$ cat src/design/afr_pkg.sv
// Shared types and constants for the API frame receiver.
// No dependencies; used by the interfaces, the deframer and the top level.
package afr_pkg;

    // Payload store depth; bytes at or beyond it are not forwarded.
    localparam int unsigned BUFFER_DEPTH = 64;

    localparam int unsigned LEN_W   = 16;
    localparam int unsigned INDEX_W = 6;

    localparam logic [LEN_W-1:0] DEPTH_LEN = LEN_W'(BUFFER_DEPTH);
    localparam logic [LEN_W-1:0] POS_MAX   = {LEN_W{1'b1}};

    localparam logic [7:0] START_BYTE = 8'h7E;
    localparam logic [7:0] SUM_BASE   = 8'hFF;
    localparam logic [7:0] TICKS_MAX  = 8'hFF;
    localparam logic [7:0] TIMEOUT_RESET = 8'd10;

    // Input word kinds.
    localparam logic KIND_BYTE = 1'b0;
    localparam logic KIND_TICK = 1'b1;

    typedef struct packed {
        logic               data_valid;
        logic [7:0]         data_byte;
        logic [INDEX_W-1:0] data_index;
        logic               frame_end;
        logic               frame_good;
        logic [LEN_W-1:0]   frame_length;
        logic               timed_out;
    } t_result;

endpackage

$ cat src/design/afr_if.sv
// Channel interfaces of the API frame receiver: input words, result words and
// the configuration write channel. Depends on afr_pkg.
interface afr_in_if;
    logic       valid;
    logic       ready;
    logic       kind;
    logic [7:0] rx_byte;

    modport source (output valid, output kind, output rx_byte, input ready);
    modport sink (input valid, input kind, input rx_byte, output ready);
endinterface

interface afr_out_if;
    logic                          valid;
    logic                          ready;
    logic                          data_valid;
    logic [7:0]                    data_byte;
    logic [afr_pkg::INDEX_W-1:0]   data_index;
    logic                          frame_end;
    logic                          frame_good;
    logic [afr_pkg::LEN_W-1:0]     frame_length;
    logic                          timed_out;

    modport source (output valid, output data_valid, output data_byte, output data_index,
                    output frame_end, output frame_good, output frame_length,
                    output timed_out, input ready);
    modport sink (input valid, input data_valid, input data_byte, input data_index,
                  input frame_end, input frame_good, input frame_length,
                  input timed_out, output ready);
endinterface

interface afr_cfg_if;
    logic       valid;
    logic       ready;
    logic [7:0] timeout_ticks;

    modport source (output valid, output timeout_ticks, input ready);
    modport sink (input valid, input timeout_ticks, output ready);
endinterface

$ cat src/design/afr_deframer.sv
// Frame state machine of the API frame receiver: holds the deframing state and
// computes one result per word. Depends on afr_pkg.
module afr_deframer (
    input  logic             i_clk,
    input  logic             i_rst_n,
    input  logic             i_step,
    input  logic             i_kind,
    input  logic [7:0]       i_rx_byte,
    input  logic [7:0]       i_timeout_ticks,
    output afr_pkg::t_result o_result
);

    typedef enum logic [1:0] {
        PH_HUNT,
        PH_MSB,
        PH_LSB,
        PH_DATA
    } t_phase;

    t_phase                     r_phase, n_phase;
    logic [7:0]                 r_length_high, n_length_high;
    logic [afr_pkg::LEN_W-1:0]  r_declared_length, n_declared_length;
    logic [afr_pkg::LEN_W-1:0]  r_bytes_remaining, n_bytes_remaining;
    logic [afr_pkg::LEN_W-1:0]  r_byte_position, n_byte_position;
    logic [7:0]                 r_running_sum, n_running_sum;
    logic [7:0]                 r_idle_ticks, n_idle_ticks;
    logic [7:0]                 w_ticks_inc;
    afr_pkg::t_result           w_result;

    assign w_ticks_inc = (r_idle_ticks != afr_pkg::TICKS_MAX) ? r_idle_ticks + 8'd1
                                                               : r_idle_ticks;

    always_comb begin
        n_phase           = r_phase;
        n_length_high     = r_length_high;
        n_declared_length = r_declared_length;
        n_bytes_remaining = r_bytes_remaining;
        n_byte_position   = r_byte_position;
        n_running_sum     = r_running_sum;
        n_idle_ticks      = r_idle_ticks;
        w_result          = '0;

        if (i_kind == afr_pkg::KIND_TICK) begin
            if (r_phase != PH_HUNT) begin
                n_idle_ticks = w_ticks_inc;
                if (w_ticks_inc >= i_timeout_ticks) begin
                    n_phase            = PH_HUNT;
                    n_idle_ticks       = '0;
                    w_result.timed_out = 1'b1;
                end
            end
        end else begin
            unique case (r_phase)
                PH_HUNT: begin
                    if (i_rx_byte == afr_pkg::START_BYTE) begin
                        n_phase      = PH_MSB;
                        n_idle_ticks = '0;
                    end
                end
                PH_MSB: begin
                    n_length_high = i_rx_byte;
                    n_idle_ticks  = '0;
                    n_phase       = PH_LSB;
                end
                PH_LSB: begin
                    n_declared_length = {r_length_high, i_rx_byte};
                    n_bytes_remaining = {r_length_high, i_rx_byte};
                    n_byte_position   = '0;
                    n_running_sum     = '0;
                    n_idle_ticks      = '0;
                    n_phase           = PH_DATA;
                end
                PH_DATA: begin
                    n_idle_ticks = '0;
                    if (r_bytes_remaining == '0) begin
                        // Checksum byte closes the frame.
                        w_result.frame_end    = 1'b1;
                        w_result.frame_good   =
                            (i_rx_byte == (afr_pkg::SUM_BASE - r_running_sum)) &&
                            (r_declared_length <= afr_pkg::DEPTH_LEN);
                        w_result.frame_length = r_declared_length;
                        n_phase               = PH_HUNT;
                    end else begin
                        if (r_byte_position < afr_pkg::DEPTH_LEN) begin
                            w_result.data_valid = 1'b1;
                            w_result.data_byte  = i_rx_byte;
                            w_result.data_index = r_byte_position[afr_pkg::INDEX_W-1:0];
                        end
                        n_running_sum     = r_running_sum + i_rx_byte;
                        n_bytes_remaining = r_bytes_remaining - afr_pkg::LEN_W'(1);
                        if (r_byte_position != afr_pkg::POS_MAX) begin
                            n_byte_position = r_byte_position + afr_pkg::LEN_W'(1);
                        end
                    end
                end
                default: begin
                    n_phase = PH_HUNT;
                end
            endcase
        end
    end

    assign o_result = w_result;

    always_ff @(posedge i_clk) begin
        if (!i_rst_n) begin
            r_phase           <= PH_HUNT;
            r_length_high     <= '0;
            r_declared_length <= '0;
            r_bytes_remaining <= '0;
            r_byte_position   <= '0;
            r_running_sum     <= '0;
            r_idle_ticks      <= '0;
        end else if (i_step) begin
            r_phase           <= n_phase;
            r_length_high     <= n_length_high;
            r_declared_length <= n_declared_length;
            r_bytes_remaining <= n_bytes_remaining;
            r_byte_position   <= n_byte_position;
            r_running_sum     <= n_running_sum;
            r_idle_ticks      <= n_idle_ticks;
        end
    end

endmodule

$ cat src/design/api_frame_receiver.sv
// API frame receiver: two-stage pipeline, input word register then result
// register. A result word is registered in the result stage when its input word
// moves on from the input stage, which a waiting result can hold back; one word is
// accepted every cycle while results are taken. Depends on afr_pkg, afr_if and
// afr_deframer. Synchronous active-low reset returns to start-byte hunt, empties
// both stages and restores the timeout register to ten ticks.
module api_frame_receiver (
    input  logic           i_clk,
    input  logic           i_rst_n,
    afr_in_if.sink         i_in,
    afr_out_if.source      o_out,
    afr_cfg_if.sink        i_cfg
);

    // Input stage register. The stage holds one accepted word until the
    // deframer consumes it into the result stage.
    logic             r_in_valid;
    logic             r_in_kind;
    logic [7:0]       r_in_byte;

    // Result stage register.
    logic             r_out_valid;
    afr_pkg::t_result r_result;

    logic [7:0]       r_timeout_ticks;

    logic             w_advance;
    logic             w_in_accept;
    afr_pkg::t_result w_result;

    // A word moves from the input stage into the result stage whenever the
    // result stage is empty or its word is being taken this cycle. The input
    // stage in turn takes a new word when it is empty or is moving on. A result
    // left waiting downstream holds the word behind it in the input stage, and
    // the input channel stalls while both stages are full and that result waits.
    assign w_advance   = r_in_valid && (!r_out_valid || o_out.ready);
    assign i_in.ready  = !r_in_valid || w_advance;
    assign w_in_accept = i_in.valid && i_in.ready;

    // The timeout register can always take a write.
    assign i_cfg.ready = 1'b1;

    afr_deframer u_deframer (
        .i_clk           (i_clk),
        .i_rst_n         (i_rst_n),
        .i_step          (w_advance),
        .i_kind          (r_in_kind),
        .i_rx_byte       (r_in_byte),
        .i_timeout_ticks (r_timeout_ticks),
        .o_result        (w_result)
    );

    always_ff @(posedge i_clk) begin
        if (!i_rst_n) begin
            r_in_valid      <= 1'b0;
            r_out_valid     <= 1'b0;
            r_timeout_ticks <= afr_pkg::TIMEOUT_RESET;
        end else begin
            if (i_cfg.valid) begin
                r_timeout_ticks <= i_cfg.timeout_ticks;
            end
            if (w_in_accept) begin
                r_in_valid <= 1'b1;
            end else if (w_advance) begin
                r_in_valid <= 1'b0;
            end
            if (w_advance) begin
                r_out_valid <= 1'b1;
            end else if (o_out.ready) begin
                r_out_valid <= 1'b0;
            end
        end
    end

    // Payload registers carry no reset.
    always_ff @(posedge i_clk) begin
        if (w_in_accept) begin
            r_in_kind <= i_in.kind;
            r_in_byte <= i_in.rx_byte;
        end
        if (w_advance) begin
            r_result <= w_result;
        end
    end

    assign o_out.valid        = r_out_valid;
    assign o_out.data_valid   = r_result.data_valid;
    assign o_out.data_byte    = r_result.data_byte;
    assign o_out.data_index   = r_result.data_index;
    assign o_out.frame_end    = r_result.frame_end;
    assign o_out.frame_good   = r_result.frame_good;
    assign o_out.frame_length = r_result.frame_length;
    assign o_out.timed_out    = r_result.timed_out;

endmodule

$ cat src/flat_wrapper.sv
// flat-port wrapper written by rule: the top's interface ports become plain ports
module api_frame_receiver_flat 
  (i_clk, i_rst_n, i_in_valid, i_in_kind, i_in_rx_byte, i_in_ready, o_out_valid, o_out_data_valid, o_out_data_byte, o_out_data_index, o_out_frame_end, o_out_frame_good, o_out_frame_length, o_out_timed_out, o_out_ready, i_cfg_valid, i_cfg_timeout_ticks, i_cfg_ready);
  afr_in_if i_in_i ();
  afr_out_if o_out_i ();
  afr_cfg_if i_cfg_i ();
  input  logic i_clk;
  input  logic i_rst_n;
  input wire logic [$bits(i_in_i.valid)-1:0] i_in_valid;
  input wire logic [$bits(i_in_i.kind)-1:0] i_in_kind;
  input wire logic [$bits(i_in_i.rx_byte)-1:0] i_in_rx_byte;
  output wire logic [$bits(i_in_i.ready)-1:0] i_in_ready;
  output wire logic [$bits(o_out_i.valid)-1:0] o_out_valid;
  output wire logic [$bits(o_out_i.data_valid)-1:0] o_out_data_valid;
  output wire logic [$bits(o_out_i.data_byte)-1:0] o_out_data_byte;
  output wire logic [$bits(o_out_i.data_index)-1:0] o_out_data_index;
  output wire logic [$bits(o_out_i.frame_end)-1:0] o_out_frame_end;
  output wire logic [$bits(o_out_i.frame_good)-1:0] o_out_frame_good;
  output wire logic [$bits(o_out_i.frame_length)-1:0] o_out_frame_length;
  output wire logic [$bits(o_out_i.timed_out)-1:0] o_out_timed_out;
  input wire logic [$bits(o_out_i.ready)-1:0] o_out_ready;
  input wire logic [$bits(i_cfg_i.valid)-1:0] i_cfg_valid;
  input wire logic [$bits(i_cfg_i.timeout_ticks)-1:0] i_cfg_timeout_ticks;
  output wire logic [$bits(i_cfg_i.ready)-1:0] i_cfg_ready;
  assign i_in_i.valid = i_in_valid;
  assign i_in_i.kind = i_in_kind;
  assign i_in_i.rx_byte = i_in_rx_byte;
  assign i_in_ready = i_in_i.ready;
  assign o_out_valid = o_out_i.valid;
  assign o_out_data_valid = o_out_i.data_valid;
  assign o_out_data_byte = o_out_i.data_byte;
  assign o_out_data_index = o_out_i.data_index;
  assign o_out_frame_end = o_out_i.frame_end;
  assign o_out_frame_good = o_out_i.frame_good;
  assign o_out_frame_length = o_out_i.frame_length;
  assign o_out_timed_out = o_out_i.timed_out;
  assign o_out_i.ready = o_out_ready;
  assign i_cfg_i.valid = i_cfg_valid;
  assign i_cfg_i.timeout_ticks = i_cfg_timeout_ticks;
  assign i_cfg_ready = i_cfg_i.ready;
  api_frame_receiver u_core (.i_clk(i_clk), .i_rst_n(i_rst_n), .i_in(i_in_i), .o_out(o_out_i), .i_cfg(i_cfg_i));
endmodule
$ cat config.mk
export PLATFORM = sky130hd
export DESIGN_NAME = api_frame_receiver_flat
export DESIGN_NICKNAME = d
export VERILOG_FILES = /design/src/design/afr_pkg.sv /design/src/design/afr_if.sv /design/src/design/afr_deframer.sv /design/src/design/api_frame_receiver.sv /design/src/flat_wrapper.sv
export SDC_FILE = /design/constraint.sdc
export NUM_CORES = 1
export LEC_CHECK = 0
export ABC_CLOCK_PERIOD_IN_PS = 4300
export BUFFER_PORTS_ARGS = -buffer_cell sky130_fd_sc_hd__buf_2
export CORE_MARGIN = 2
export CORE_UTILIZATION = 59
export CTS_BUF_LIST = sky130_fd_sc_hd__clkbuf_8 sky130_fd_sc_hd__clkbuf_16
export CTS_CLUSTER_DIAMETER = 150
export DETAILED_ROUTE_END_ITERATION = 8
export PLACE_DENSITY_LB_ADDON = 0.2
export SLEW_MARGIN = 20
export SYNTH_ARGS = -nofsm -noshare
export SYNTH_HDL_FRONTEND = slang
export SYNTH_SLANG_ARGS = --single-unit
$ cat constraint.sdc
create_clock -name i_clk -period 4.3 [get_ports i_clk]
set_input_delay 0.43 -clock i_clk [delete_from_list [all_inputs] [get_ports i_clk]]
set_output_delay 0.43 -clock i_clk [all_outputs]
set_load 0.01 [all_outputs]
Word level (Yosys, flattened, before mapping)
Index checks and enable logic that the tools add are counted.
{"block": "classes", "n_mux": 26, "add_sub_neg": 5, "eq_ne": 13, "n_lt_le_gt_ge": 3, "reduce_logical": 25, "bitwise_logic": 4}
{"cell": "$pmux 16 s2", "count": 2}
{"cell": "$mux 16", "count": 3}
{"cell": "$mux 8", "count": 6}
{"cell": "$pmux 8 s2", "count": 2}
{"cell": "$mux 18", "count": 1}
{"cell": "$add 16x1->16 const B", "count": 1}
{"cell": "$le 16x7->1 const B", "count": 1}
{"cell": "$logic_not 16->1", "count": 1}
{"cell": "$lt 16x7->1 const B", "count": 1}
{"cell": "$ne 16x16->1 const B", "count": 1}
{"cell": "$sub 16x1->16 const B", "count": 1}
{"cell": "$mux 15", "count": 1}
{"cell": "$mux 2", "count": 5}
{"cell": "$reduce_and 5->1", "count": 2}
{"cell": "$reduce_and 3->1", "count": 3}
{"cell": "$reduce_or 3->1", "count": 3}
{"cell": "$add 8x1->8 const B", "count": 1}
{"cell": "$add 8x8->8", "count": 1}
{"cell": "$eq 8x7->1 const B", "count": 1}
{"cell": "$eq 8x8->1", "count": 1}
{"cell": "$ge 8x8->1", "count": 1}
{"cell": "$ne 2x2->1 const B", "count": 4}
{"cell": "$ne 8x8->1 const B", "count": 1}
{"cell": "$pmux 2 s4", "count": 1}
{"cell": "15 further kinds", "count": 31}
{"block": "word_totals", "out_inout_bits": 37, "register_bits": 127, "input_bits": 22}

Logic depth before layout (Yosys ltp)
{"block": "depth", "depth_word": 6, "mapped_depth": 12}

Modules after synthesis
From an unflattened synthesis, not the netlist that was laid out.
{"block": "hier_totals", "cells_unflattened": 657, "hier_area_um2": 6219.7}
{"mod": "afr_deframer", "area_each_um2": 4531.8, "cells_per_inst": 577, "instances": 1}
{"mod": "api_frame_receiver", "area_each_um2": 1687.9, "cells_per_inst": 80, "instances": 1}

Worst setup path after synthesis
Ideal clock, no wire load.
{"block": "synth_timing", "kind": "input -> register", "from": "in o_out_ready", "to": "reg u_core.u_deframer.r_idle_ticks[1]", "required_ns": 4.240, "path_slack_ns": 1.131, "arrival_time_ns": 3.108, "path_stages": 6, "cell_sequence": "nor2b_1 nor2b_1 and4b_1 o211ai_1 o21bai_1 a32o_1"}
{"block": "synth_via", "elab_chain_cells": 3}
{"element": "from (decl)", "line_no": "flat_wrapper.sv:21", "source": "input wire logic [$bits(o_out_i.ready)-1:0] o_out_ready;"}
{"element": "$logic_or 1x1->1", "line_no": "api_frame_receiver.sv:36", "source": "assign w_advance = r_in_valid && (!r_out_valid || o_out.ready);"}
{"element": "$logic_and 1x1->1", "line_no": "api_frame_receiver.sv:36"}
{"element": "via u_core.u_deframer.i_step", "line_no": "afr_deframer.sv:6", "source": "input logic i_step,"}
{"element": "$reduce_and 3->1 (no line)"}
{"element": "to (signal assigned)", "line_no": "afr_deframer.sv:121", "source": "r_idle_ticks <= n_idle_ticks;"}
{"element": "to (decl)", "line_no": "afr_deframer.sv:26", "source": "logic [7:0] r_idle_ticks, n_idle_ticks;"}
The timed path passes the listed nets, and every way through them passes these cells.
A chain may end at the register's enable or synchronous reset.

Worst setup path in the final report
{"block": "layout_timing", "from": "reg u_core.u_deframer.r_idle_ticks[4]", "to": "reg u_core.u_deframer.r_idle_ticks[1]"}
{"block": "layout_via", "elab_chain_cells": 6, "elab_cells_between_ends": 7}
{"element": "$add 8x1->8 / $ne 8x8->1 (equally long branches)", "line_no": "afr_deframer.sv:30", "source": "assign w_ticks_inc = (r_idle_ticks != afr_pkg::TICKS_MAX) ? r_idle_ticks + 8'd1"}
{"element": "$mux 8 *", "line_no": "afr_deframer.sv:30"}
{"element": "$ge 8x8->1", "line_no": "afr_deframer.sv:46", "source": "if (w_ticks_inc >= i_timeout_ticks) begin"}
{"element": "$mux 8 *", "line_no": "afr_deframer.sv:46"}
{"element": "$mux 8 *", "line_no": "afr_deframer.sv:44", "source": "if (r_phase != PH_HUNT) begin"}
{"element": "$mux 8 *", "line_no": "afr_deframer.sv:43", "source": "if (i_kind == afr_pkg::KIND_TICK) begin"}
Mark *: on every way between the ends. The rest lies on a longest branch, timed or not. The select of a mux whose other input is x is not followed.

==> impl_metrics.ini <==
[run_status]
status = finished, final reports clean

[grt]
first_global_vias = 4646
grt_max_degree = 56
antenna_found_initial = 0
grt_remaining_overflow = 0
grt_pass1_wl_um = 22280
grt_usage_pct = 25.38

[clocking]
hold_buffers = 0
clkLatencyLatePin_ns = 0.53
cts_setup_buffers = 0
cts_htree_levels = 4
numCtsBuffers = 17
cts_sinks = 127
path_clk_slew_ns = 0.06
post_cts_resized = 0
cts.path.max_buffers = 2
cts_tree = done
cts_root_buf = clkbuf_8

[floorplanning]
start_util_pct = 59.81
die_h_um = 105.4
num_io_pins = 59
die_area_um2 = 11100
core_region_area_um2 = 10140
die_w_um = 105.4
std_cell_rows = 37

[logic_synthesis]
synthCells = 644
ys_seq_area_share_pct = 49.03
syn_nets = 690
synth.distinct_cells = 68
synth_top_area_share_pct = 27.73
synth-seq-cells = 127
synth_edf_count = 43
synth.area.top_cells = dfxtp_1 (28%), edfxtp_1 (21%), ha_1 (4.7%)
synthFlopType = dfxtp_1
synthArstFlopShare_pct = 0
yosysTopAreaCell = dfxtp_1
netlist_area_um2 = 6063
yosys_warnings = 0
syn-mean-instance-area_um2 = 9.415

[routing]
routed_wl_um = 13470
drtIter0Drc = 330
drc = 0
drtAntennaViolNets = 0
vias_per_cell = 5.911
dr.pass1.iters = 5
wl_per_cell_um = 16.08
num_vias = 4953

[power]
peakVddDrop_mv = 0.2759
finalPower_w = 0.002920
internal-power_w = 0.002307
power.switching_w = 0.0006131
clkPwrFrac_pct = 52.8
seq_power_share_pct = 43.9
p_comb_share_pct = 3.3
p_sw_share_pct = 21.00
p_leak_nw = 2.797
p_per_area_nw_per_um2 = 414.2

[job]
maxCapViolCount = 0

[timing]
slew_violations = 0
fin_setup_tns_ns = 0
hold_viol = 0
slew_headroom_pct = 28.34
fin_crit_sh_pct = 73.59
fmax_ghz = 0.3160
fin_crit_ns = 3.164
clock_skew_ns = 0.007102
setup_viol = 0
tightest_slew_ns = 1.075
rsz0062_at_grt = false

[final_layout]
fin_nets = 735
diodes = 0
area_growth_pct = 16.28
multi_input_comb_area_um2 = 2873
n_fill_cell = 749
fin_area_um2 = 7051
register_area_um2 = 2973
drive_gt1_share_pct = 15.10
post-route-util_pct = 69.54

[setup_path]
cp-startpoint = u_core.u_deframer.r_idle_ticks[4]
r2r_slack_ns = 1.14
cp_max_fo = 6
end_kind = register
critPathLaunchType = register
r2r_cells = 12
worstPathRequired_ns = 4.77
critPathArrivalTime_ns = 3.63
timing.rr.start = u_core.u_deframer.r_idle_ticks[4]
path_class = reg -> reg

[min_path]
worst_hold_startpoint = i_in_rx_byte[2]
hp-class = in -> reg
worstHoldPathCells = 1

[place]
routabilityCongestion = 0.8566
io_buffers = 57
place_area_um2 = 6402
hpwlAfterDp_um = 8690
## Yosys cell counts, types with 5 or more instances
cell type,count
or4_1,5
nor4_1,6
nand2b_1,8
mux2i_1,7
o31ai_1,5
xor2_1,18
dfxtp_1,84
ha_1,23
nand4_1,12
nor2_1,59
a21o_1,7
and3_1,10
nor3_1,13
nand3_1,43
buf_2,7
edfxtp_1,43
a22oi_1,6
clkbuf_1,21
inv_1,18
and2_1,34
nand2_1,64
a31oi_1,6
a21oi_1,51
o21ai_0,15
xnor2_1,6
## worst max-delay path, stage by stage, from the launching register on
cell and delay [ns]:
dfxtp_1 0.36, and3_1 0.23, and3_1 0.21, a21oi_1 0.25
nand3_1 0.13, xnor2_1 0.20, ha_1 0.26, and3_1 0.17
a221oi_1 0.37, and4b_1 0.33, o211ai_1 0.23, o21bai_1 0.24
a32o_1 0.14
## power by group through the flow
stage	logic, W	registers [W]	clock network [W]
2_1_floorplan	0.0000553	0.00131	0
3_3_place_gp	0.0000940	0.00131	0
3_5_place_dp	0.0000975	0.00131	0
4_1_cts	0.0000984	0.00128	0.00155
5_1_grt	0.000108	0.00128	0.00161
6_report	0.0000974	0.00128	0.00154
## flip-flops by register name (all words and copies together) (netlist names), 2 cells and up
register                             count
u_core.u_deframer.r_byte_position       16
u_core.u_deframer.r_phase                2
u_core.u_deframer.r_running_sum          8
u_core.o_out.data_byte                   8
u_core.o_out.data_index                  6
u_core.u_deframer.r_declared_length     16
u_core.u_deframer.r_bytes_remaining     16
u_core.r_timeout_ticks                   8
u_core.u_deframer.r_idle_ticks           8
u_core.r_in_byte                         8
u_core.o_out.frame_length               16
u_core.u_deframer.r_length_high          8
## routing by layer
metal,share of wire [%],routed length (µm),up-vias,track usage [%]
met2,48,6441,167,40.78
li1,-,-,2405,-
met4,1.8,242,0,10.57
met1,44,5894,2356,33.17
met3,6.6,893,25,5.566
met5,0,0,-,0
## final cells by class
type                       count  area share [%]
sequential                   127           42.17
clock inverter                12           2.573
multi-input combinational    463           40.75
timing repair buffer          61           4.472
inverter                      19           1.012
tap                          136           2.413
clock buffer                  20           6.619
## cells by family (layout without fill, tap and decap cells)
kind of cell | after synthesis | after routing | synth area share (%)
xor+xnor | 24 | 24 | 3.467
flops | 127 | 127 | 49.03
simple gates | 277 | 277 | 23.24
compound gates | 127 | 127 | 13.62
fa+ha+maj | 24 | 24 | 5.076
mux | 10 | 10 | 1.713
buf+inv | 54 | 112 | 3.797
other cells | 1 | 1 | 0.06185
## stage by stage
| step | cells | setup WS [ns] | hold slack (ns) |
|---|---|---|---|
| 3_5_place_dp | 806 | 1.202 | 0.4519 |
| 6_report | 838 | 1.136 | 0.07442 |
| 3_3_place_gp | 806 | 1.301 | 0.4427 |
| 2_1_floorplan | 644 | 1.131 | 0.4362 |
| 5_1_grt | 838 | 0.8450 | 0.05379 |
| 4_1_cts | 838 | 1.155 | 0.05105 |
## path summary, 6_finish.rpt
check                                                     endpoint
worst max register to register   u_core.u_deframer.r_idle_ticks[1]
worst min register to register  u_core.u_deframer.r_running_sum[5]
worst max-delay path             u_core.u_deframer.r_idle_ticks[1]
worst min-delay path                           u_core.r_in_byte[2]
## layout by cell type, fill, tap and decap left out, types with 7 or more instances in the layout
cell,Yosys,routed
nor3_1,13,13
buf_2,7,57
clkbuf_16,0,17
and3_1,10,10
inv_1,18,19
and2_1,34,34
nand4_1,12,12
mux2i_1,7,7
nand2_1,64,64
a21oi_1,51,51
nor2_1,59,59
edfxtp_1,43,43
nand3_1,43,43
nand2b_1,8,8
o21ai_0,15,15
dfxtp_1,84,84
a21o_1,7,7
xor2_1,18,18
ha_1,23,23
Power figures use the tool's default switching activity.
